$ cat src/hdl/lzwvwd_pkg.sv
// ---------------------------------------------------------------------------
// lzwvwd_pkg
// Shared constants and types of the variable-width LZW decoder.
// ---------------------------------------------------------------------------
package lzwvwd_pkg;

  localparam int CODE_BITS  = 12;                 // widest code
  localparam int DICT_DEPTH = 1 << CODE_BITS;     // dictionary / stack entries
  localparam int DEPTH_BITS = CODE_BITS + 1;      // stack depth 0..DICT_DEPTH
  localparam int BUF_BITS   = CODE_BITS + 7;      // bit buffer size
  localparam int DICT_W     = CODE_BITS + 8;      // prefix and suffix
  localparam int MAX_DATA   = 63;                 // data results per transaction

  localparam logic [CODE_BITS-1:0] CODE_CLEAR = 12'd256;
  localparam logic [CODE_BITS-1:0] CODE_END   = 12'd257;
  localparam logic [CODE_BITS:0]   CODE_FIRST = 13'd258;
  localparam logic [3:0]           START_W    = 4'd9;

  // result status codes
  typedef enum logic [1:0] {
    ST_DATA     = 2'd0,
    ST_OK       = 2'd1,
    ST_INVALID  = 2'd2,
    ST_MISMATCH = 2'd3
  } status_t;

  // one result on its way to the output stage
  typedef struct packed {
    logic [7:0] data;
    status_t    status;
  } res_t;

endpackage

$ cat src/hdl/lzwvwd_outq.sv
// ---------------------------------------------------------------------------
// lzwvwd_outq
// Result holding stage: one pending result plus the output register, so the
// final result of a transaction can be tagged with tlast.
// ---------------------------------------------------------------------------
module lzwvwd_outq (
  input  logic                clk,
  input  logic                rst,
  input  logic                push,
  input  lzwvwd_pkg::res_t    push_res,
  input  logic                close,
  output logic                can_push,
  output logic                pend_v,
  output logic                m_tvalid,
  input  logic                m_tready,
  output logic [7:0]          m_tdata,   // out_byte
  output logic [1:0]          m_tuser,   // status
  output logic                m_tlast    // last_of_run
);

  lzwvwd_pkg::res_t pend;
  logic             out_v;

  assign can_push = !pend_v || !out_v;
  assign m_tvalid = out_v;

  // control
  always_ff @(posedge clk) begin
    if (rst) begin
      out_v  <= 1'b0;
      pend_v <= 1'b0;
    end else begin
      if (m_tvalid && m_tready) begin
        out_v <= 1'b0;
      end
      if (push) begin
        pend_v <= 1'b1;
        if (pend_v) begin
          out_v <= 1'b1;
        end
      end else if (close && pend_v) begin
        out_v  <= 1'b1;
        pend_v <= 1'b0;
      end
    end
  end

  // payload
  always_ff @(posedge clk) begin
    if (push) begin
      pend <= push_res;
      if (pend_v) begin
        m_tdata <= pend.data;
        m_tuser <= pend.status;
        m_tlast <= 1'b0;
      end
    end else if (close && pend_v) begin
      m_tdata <= pend.data;
      m_tuser <= pend.status;
      m_tlast <= 1'b1;
    end
  end

endmodule

$ cat config.mk
export PLATFORM = sky130hd
export DESIGN_NAME = lzwvwd_outq
export DESIGN_NICKNAME = d
export VERILOG_FILES = /design/src/hdl/lzwvwd_pkg.sv /design/src/hdl/lzwvwd_outq.sv
export SDC_FILE = /design/constraint.sdc
export NUM_CORES = 1
export LEC_CHECK = 0
export BUFFER_PORTS_ARGS = -buffer_cell sky130_fd_sc_hd__buf_2
export CELL_PAD_IN_SITES_DETAIL_PLACEMENT = 1
export CELL_PAD_IN_SITES_GLOBAL_PLACEMENT = 1
export CORE_MARGIN = 4
export CORE_UTILIZATION = 42
export CTS_BUF_LIST = sky130_fd_sc_hd__clkbuf_8
export CTS_CLUSTER_SIZE = 14
export DETAILED_ROUTE_END_ITERATION = 8
export PLACE_DENSITY = 0.89
export SKIP_CTS_REPAIR_TIMING = 1
export SYNTH_ARGS = -nofsm -noshare
export SYNTH_HDL_FRONTEND = slang
export SYNTH_SLANG_ARGS = --single-unit
$ cat constraint.sdc
create_clock -name clk -period 2.6 [get_ports clk]
set_clock_uncertainty 0.2 [all_clocks]
set_input_delay 0.52 -clock clk [delete_from_list [all_inputs] [get_ports clk]]
set_output_delay 0.52 -clock clk [all_outputs]
set_load 0.005 [all_outputs]
; After elaboration in Yosys (flattened, before gate mapping)
; Cells that the tools add are included.
; W data, S select, Z words.
[op_classes]
n_mux = 15
eq_ne = 1
n_reduce_logical = 7
[ops]
columns = cell, n
row1 = $mux W8, 3
row2 = $mux W1, 9
row3 = $mux W2, 3
row4 = $logic_and A1 B1 Y1, 2
row5 = $logic_not A1 Y1, 2
row6 = $ne A2 B1 Y1 const B, 1
row7 = $reduce_and A2 Y1, 1
row8 = $reduce_bool A2 Y1, 1
row9 = $logic_or A1 B1 Y1, 1
[totals]
out_inout_bits = 14
input_bits = 15
reg_bits = 23
elab_cells = 30

; Longest topological paths before layout
; Gate-level depths: netlist (run 1).
[depth]
ltp_word = 4
depth_mapped = 2
ltp_nobuf = 2

; Worst setup path after synthesis (run 1)
; No wires, ideal clock.
[synth_path]
path_type = input port to flip-flop
startpoint = input port push
endpoint = register m_tdata[0] (enable)
required_ns = 2.061
arrival_ns = 0.831
setup_ns = 0.339
n_path_buf = 0
path_slack_ns = 1.230
cell_stages = 2
cell_sequence = o21ai_1 inv_1
[synth_via]
elab_chain_cells = 2
elab_cells_between_ends = 3
classes_between = 1 x eq/ne / 2 x reduce/logical
[synth_lines]
columns = element, line
row1 = from (decl), lzwvwd_outq.sv:9  ; input logic push,
row2 = $ne A2 B1 Y1 (no source line) or $reduce_bool A2 Y1 (tied branches), -
row3 = $reduce_and A2 Y1 (no source line) (*), -
row4 = to (signal assigned), lzwvwd_outq.sv:53  ; m_tdata <= pend.data;
row5 = to (signal assigned), lzwvwd_outq.sv:58  ; m_tdata <= pend.data;
row6 = to (decl), lzwvwd_outq.sv:16  ; output logic [7:0] m_tdata,
; Mark *: on every way between the ends. The rest lies on a longest branch, timed or not.
; A chain may end at the register's enable or synchronous reset.

; Worst setup path in the final report (run 1)
[layout_path]
startpoint = register pend_v
endpoint = output port can_push
[layout_via]
elab_chain_cells = 2
[layout_lines]
columns = element, line
row1 = from (decl), lzwvwd_outq.sv:13  ; output logic pend_v,
row2 = from (signal assigned), lzwvwd_outq.sv:31  ; pend_v <= 1'b0;
row3 = from (signal assigned), lzwvwd_outq.sv:37  ; pend_v <= 1'b1;
row4 = from (signal assigned), lzwvwd_outq.sv:43  ; pend_v <= 1'b0;
row5 = $logic_not A1 Y1, lzwvwd_outq.sv:24  ; assign can_push = !pend_v || !out_v;
row6 = $logic_or A1 B1 Y1, lzwvwd_outq.sv:24
row7 = to (decl), lzwvwd_outq.sv:12  ; output logic can_push,
; Every way passes these cells.

==> results of run 1 <==
==> power groups by stage <==
stage	Clock [W]	Sequential, W	Combinational (W)
finish	0.000211	0.000439	0.0000335
global route	0.000237	0.000442	0.0000380
CTS	0.000217	0.000439	0.0000345
detailed placement	0	0.000448	0.0000342
global placement	0	0.000445	0.0000319
floorplan	0	0.000446	0.00000648
==> per-layer routing <==
metal / up-vias / track usage (%) / part of all wire, %
li1: 178 / - / -
met1: 181 / 15.0 / 40
met2: 21 / 21.2 / 50
met3: 2 / 3.98 / 8.2
met4: 0 / 7.11 / 1.5
met5: - / 0 / 0
==> state kept, by name, summed over array words and instances (netlist names) <==
register,cells
m_tlast,1
pend,10
pend_v,1
m_tuser,2
m_tvalid,1
m_tdata,8
==> cell families after synthesis <==
family / count (synthesis) / share of synthesized area [%]
compound gates: 3 / 2.63
simple gates: 3 / 2.28
flops: 23 / 94.0
buf+inv: 2 / 1.05
==> critical path: cells and delay by family (launching register included) <==
kind | cells | cell delay (ps)
AND/OR/NAND/NOR | 1 | 70
buffers and inverters | 1 | 130
flip-flops | 1 | 380
==> stage by stage <==
stage	util (%)	area (sq um)
6_report	58.9	918
5_1_grt	58.9	918
3_3_place_gp	56.0	873
4_1_cts	58.9	918
3_5_place_dp	56.0	873
2_1_floorplan	-	713
==> path summary, 6_finish.rpt <==
| path | from | cells past startpoint | slack, ps | endpoint |
|---|---|---|---|---|
| setup reg to reg | pend_v | 2 | 1230 | m_tlast |
| hold / removal | pend[1] | 0 | 230 | m_tuser[1] |
| hold reg to reg | pend[1] | 0 | 230 | m_tuser[1] |
| setup / recovery | pend_v | 2 | 1040 | can_push |
==> cells in the mapped netlist, drive strengths merged <==
cell type   n  area (sq um)
inv         2          7.51
a21oi       2          13.8
nand2b      2          12.5
nand2       1          3.75
dfxtp       2          40.0
o21ai       1          5.00
edfxtp     21           631
==> cell type report <==
type	count	share of cell area (%)
flip-flops and latches	23	73.0
clock buffers	3	4.50
multi-input cells	6	3.81
repair buffers	28	15.3
inverters	2	0.817
well taps	16	2.18
clock inverters	1	0.409
==> impl_metrics.ini, run 1 <==
[run_status]
status = finished clean

[cells_and_area]
final_cell_mix = buf_2 (28), edfxtp_1 (21), inv_1 (3), clkbuf_8 (3)
fillers = 156
multi_input_area_sq_um = 35.0
drive_gt1_share_pct = 50.8
regArea_sq_um = 671
fin_nets = 79
syn2layout_area_growth_pct = 28.8
layout_commonest_cell = buf_2
finalNonFillerCells = 79
antenna_cells = 0

[floorplan]
num_io_pins = 29
core-area_sq_um = 1560
die_w_um = 49.2
die_area_sq_um = 2420
initial_core_util_pct = 45.7
die_y_um = 49.2
rows = 14

[worst_setup_path]
critPathMaxStageDelay_ps = 380
arrival_ps = 840
path_max_fanout = 4
cpMaxStageDelayCell = dfxtp_1
start_kind = flip-flop
path_cells = nand2_1 > buf_2
crit_path_end_kind = output pin
critPathKind = reg2out
cp.required_ps = 1880

[logic_synthesis]
ys_seq_elements = 23
syn_inst = 31
ys_seq_area_share_pct = 94.0
synth_area_per_cell_sq_um = 23.0
syn_area_sq_um = 713
ys_warn_count = 0
ys_types = 8
synth_fp_nets = 46

[place]
port_buffers = 28
gp_congestion = 0.753
placedCellCount = 75
dp_slack_ps = 792

[detailed_routing]
vias = 382
drt_pre_antenna_iters = 4
vias_per_cell = 4.84
wl_per_cell_um = 16.4
drc_errors = 0
antenna_left = 0
wirelength_um = 1290
drt_iter0_drc = 4

[power]
p_int_w = 0.000552
p_clk_share_pct = 30.9
p_sw_share_pct = 19.2
total_power_w = 0.000684
power_leakage_nw = 0.375
vdd_drop_max_mv = 0.512
power.switching_w = 0.000131
pwr-share-comb_pct = 4.9
seqPwrFrac_pct = 64.2
cellPowerDensity_nw_per_um2 = 744

[timing]
period_minus_slack_ps = 1560
setup_slack_ps = 1040
slew_headroom_pct = 72.8
finalSetupViolCount = 0
rsz0062_at_grt = false
drv_slew = 0
hold_slack_ps = 227
worst_pin_slew_ps = 407
period_share_pct = 60.1
fin_setup_tns_ps = 0
max_freq_mhz = 640
hold_viol_final = 0

[clock_tree]
cts_tree = built
cts_inserted_buffers = 3
clock_sinks = 23
clk_pin_slew_ps = 70
cts-root-buf = clkbuf_8
htreeDepth = 1
clockBufferDepth = 2
insertion_delay_ps = 260

[global_route]
overflow = 0
grt_max_degree = 13
grt_util_all_layers_pct = 13.0
grt_pass1_vias = 437
grt_first_pass_wirelength_um = 2260
antenna_found_initial = 0

[min_path]
hold_path.class = reg2reg

[run]
cap_violations = 0
Note: power is estimated with default switching activity, not from simulation.
==> inputs of run 2 (changes only) <==
- CORE_UTILIZATION: 42 -> 35
- PLACE_DENSITY: 0.89 -> 0.79
- clock period: 2.6 -> 1.3 ns (I/O delays scaled with it)
==> run 2 against run 1 <==
  * Final area rose by 16%
  * Sequential share of layout area fell by 10 points
  * Critical endpoint unchanged
  * Count of clock-buffer cells in the layout did not move
  * Largest cell class unchanged
==> impl_metrics.ini, run 2 (same netlist as run 1, synthesis figures left out) <==
[run_status]
status = finished clean

[timing]
drv_slew = 0
hold_viol_final = 0
slew_headroom_pct = 90.5
worst_pin_slew_ps = 142
finalSetupViolCount = 0
period_minus_slack_ps = 1250
hold_slack_ps = 64.1
max_freq_mhz = 798
period_share_pct = 96.4

[floorplan]
die_y_um = 53.1
rows = 16
initial_core_util_pct = 36.7
die_w_um = 53.1
core-area_sq_um = 1940
die_area_sq_um = 2820
num_io_pins = 29

[power]
vdd_drop_max_mv = 0.599
p_clk_share_pct = 30.0
power_leakage_nw = 0.437
cellPowerDensity_nw_per_um2 = 1310
p_int_w = 0.00113
power.switching_w = 0.000260
p_sw_share_pct = 18.7
seqPwrFrac_pct = 62.9
pwr-share-comb_pct = 7.1

[detailed_routing]
drt_pre_antenna_iters = 2
drc_errors = 0
wl_per_cell_um = 12.3
drt_iter0_drc = 3
vias = 428
wirelength_um = 1280
antenna_left = 0
vias_per_cell = 4.12

[global_route]
grt_util_all_layers_pct = 9.46
overflow = 0
grt_pass1_vias = 414
grt_first_pass_wirelength_um = 1860
grt_max_degree = 13
antenna_found_initial = 0

[cells_and_area]
final_cell_mix = buf_2 (28), edfxtp_1 (21), dlygate4sd3_1 (11)
drive_gt1_share_pct = 46.8
finalNonFillerCells = 104
antenna_cells = 0
fin_nets = 93
top_register = pend
top_regs = pend x10, m_tdata x8, m_tuser x2
largest_reg_flops = 10
layout_commonest_cell = buf_2
fillers = 203
syn2layout_area_growth_pct = 49.5

[place]
placedCellCount = 89
gp_congestion = 0.650
port_buffers = 28
dp_hpwl_um = 879

[clock_tree]
clock_sinks = 23
clk_pin_slew_ps = 80
cts_tree = built
cts-root-buf = clkbuf_8
cts_inserted_buffers = 3
htreeDepth = 1
clockBufferDepth = 2
insertion_delay_ps = 250

[worst_setup_path]
reg2regPathDepth = 3
rrSetupSlack_ps = 170
path_max_fanout = 3
critPathTopFamily = flip-flops
path_cells = nand2_1 > buf_2
critPathMaxStageDelay_ps = 360
critPathBufInv = 1
cp.required_ps = 840
start_kind = flip-flop
cpMaxStageDelayCell = dfxtp_1
cp_num_cells = 2
critPathKind = reg2out
arrival_ps = 790
crit_path_end_kind = output pin

[run]
cap_violations = 0

[min_path]
hold_path.class = in2reg
hold_depth = 3
run 2: cell count changes in the layout (fill, tap and decap cells not counted), sizes merged:
cell	before	now
buf	28	31
dlygate4sd3	0	11
run 2: metal layers:
| layer | up-vias | wire length (um) | global-route usage (%) |
|---|---|---|---|
| met5 | - | 0 | 0 |
| met4 | 0 | 0 | 3.83 |
| met2 | 20 | 671 | 15.7 |
| li1 | 207 | - | - |
| met3 | 0 | 122 | 4.23 |
| met1 | 201 | 486 | 10.5 |
run 2: tightest hold or removal path: stages:
cell,delay (ps)
buf_2,70
nand2b_1,90
a21oi_1,60
run 2: per-stage QoR:
step                      TNS (ps)  setup WS (ps)  util [%]  total power (W)  instance area (sq um)
final                            0           46.9      54.9          0.00139                   1070
after global routing         -9.78          -9.78      54.9          0.00145                   1070
after global placement           0            107      46.8         0.000962                    910
after detailed placement         0           87.8      46.8         0.000967                    910
after CTS                        0           17.3      49.2          0.00137                    955
after floorplan                  0           72.9         -         0.000905                    713
run 2: final cells by class:
type | count | area [sq um] | share of cell area [%]
Clock inverter | 1 | 3.75 | 0.352
Inverter | 2 | 7.51 | 0.704
Multi-Input combinational cell | 6 | 35.0 | 3.29
Timing Repair Buffer | 42 | 273 | 25.6
Sequential cell | 23 | 672 | 63.0
Clock buffer | 3 | 41.3 | 3.87
Tap cell | 27 | 33.8 | 3.17
run 2: path summary, 6_finish.rpt:
kind,start,endpoint
max,m_tvalid,can_push
min,m_tready,m_tvalid
min reg2reg,pend[6],m_tdata[4]
max reg2reg,pend_v,m_tdata[4]
run 2: power groups by stage:
stage | Sequential (W) | Clock, W | Combinational (W)
3_3_place_gp | 0.000890 | 0 | 0.0000725
5_1_grt | 0.000879 | 0.000464 | 0.000110
2_1_floorplan | 0.000892 | 0 | 0.0000130
3_5_place_dp | 0.000891 | 0 | 0.0000756
4_1_cts | 0.000875 | 0.000419 | 0.0000761
6_report | 0.000875 | 0.000417 | 0.0000995
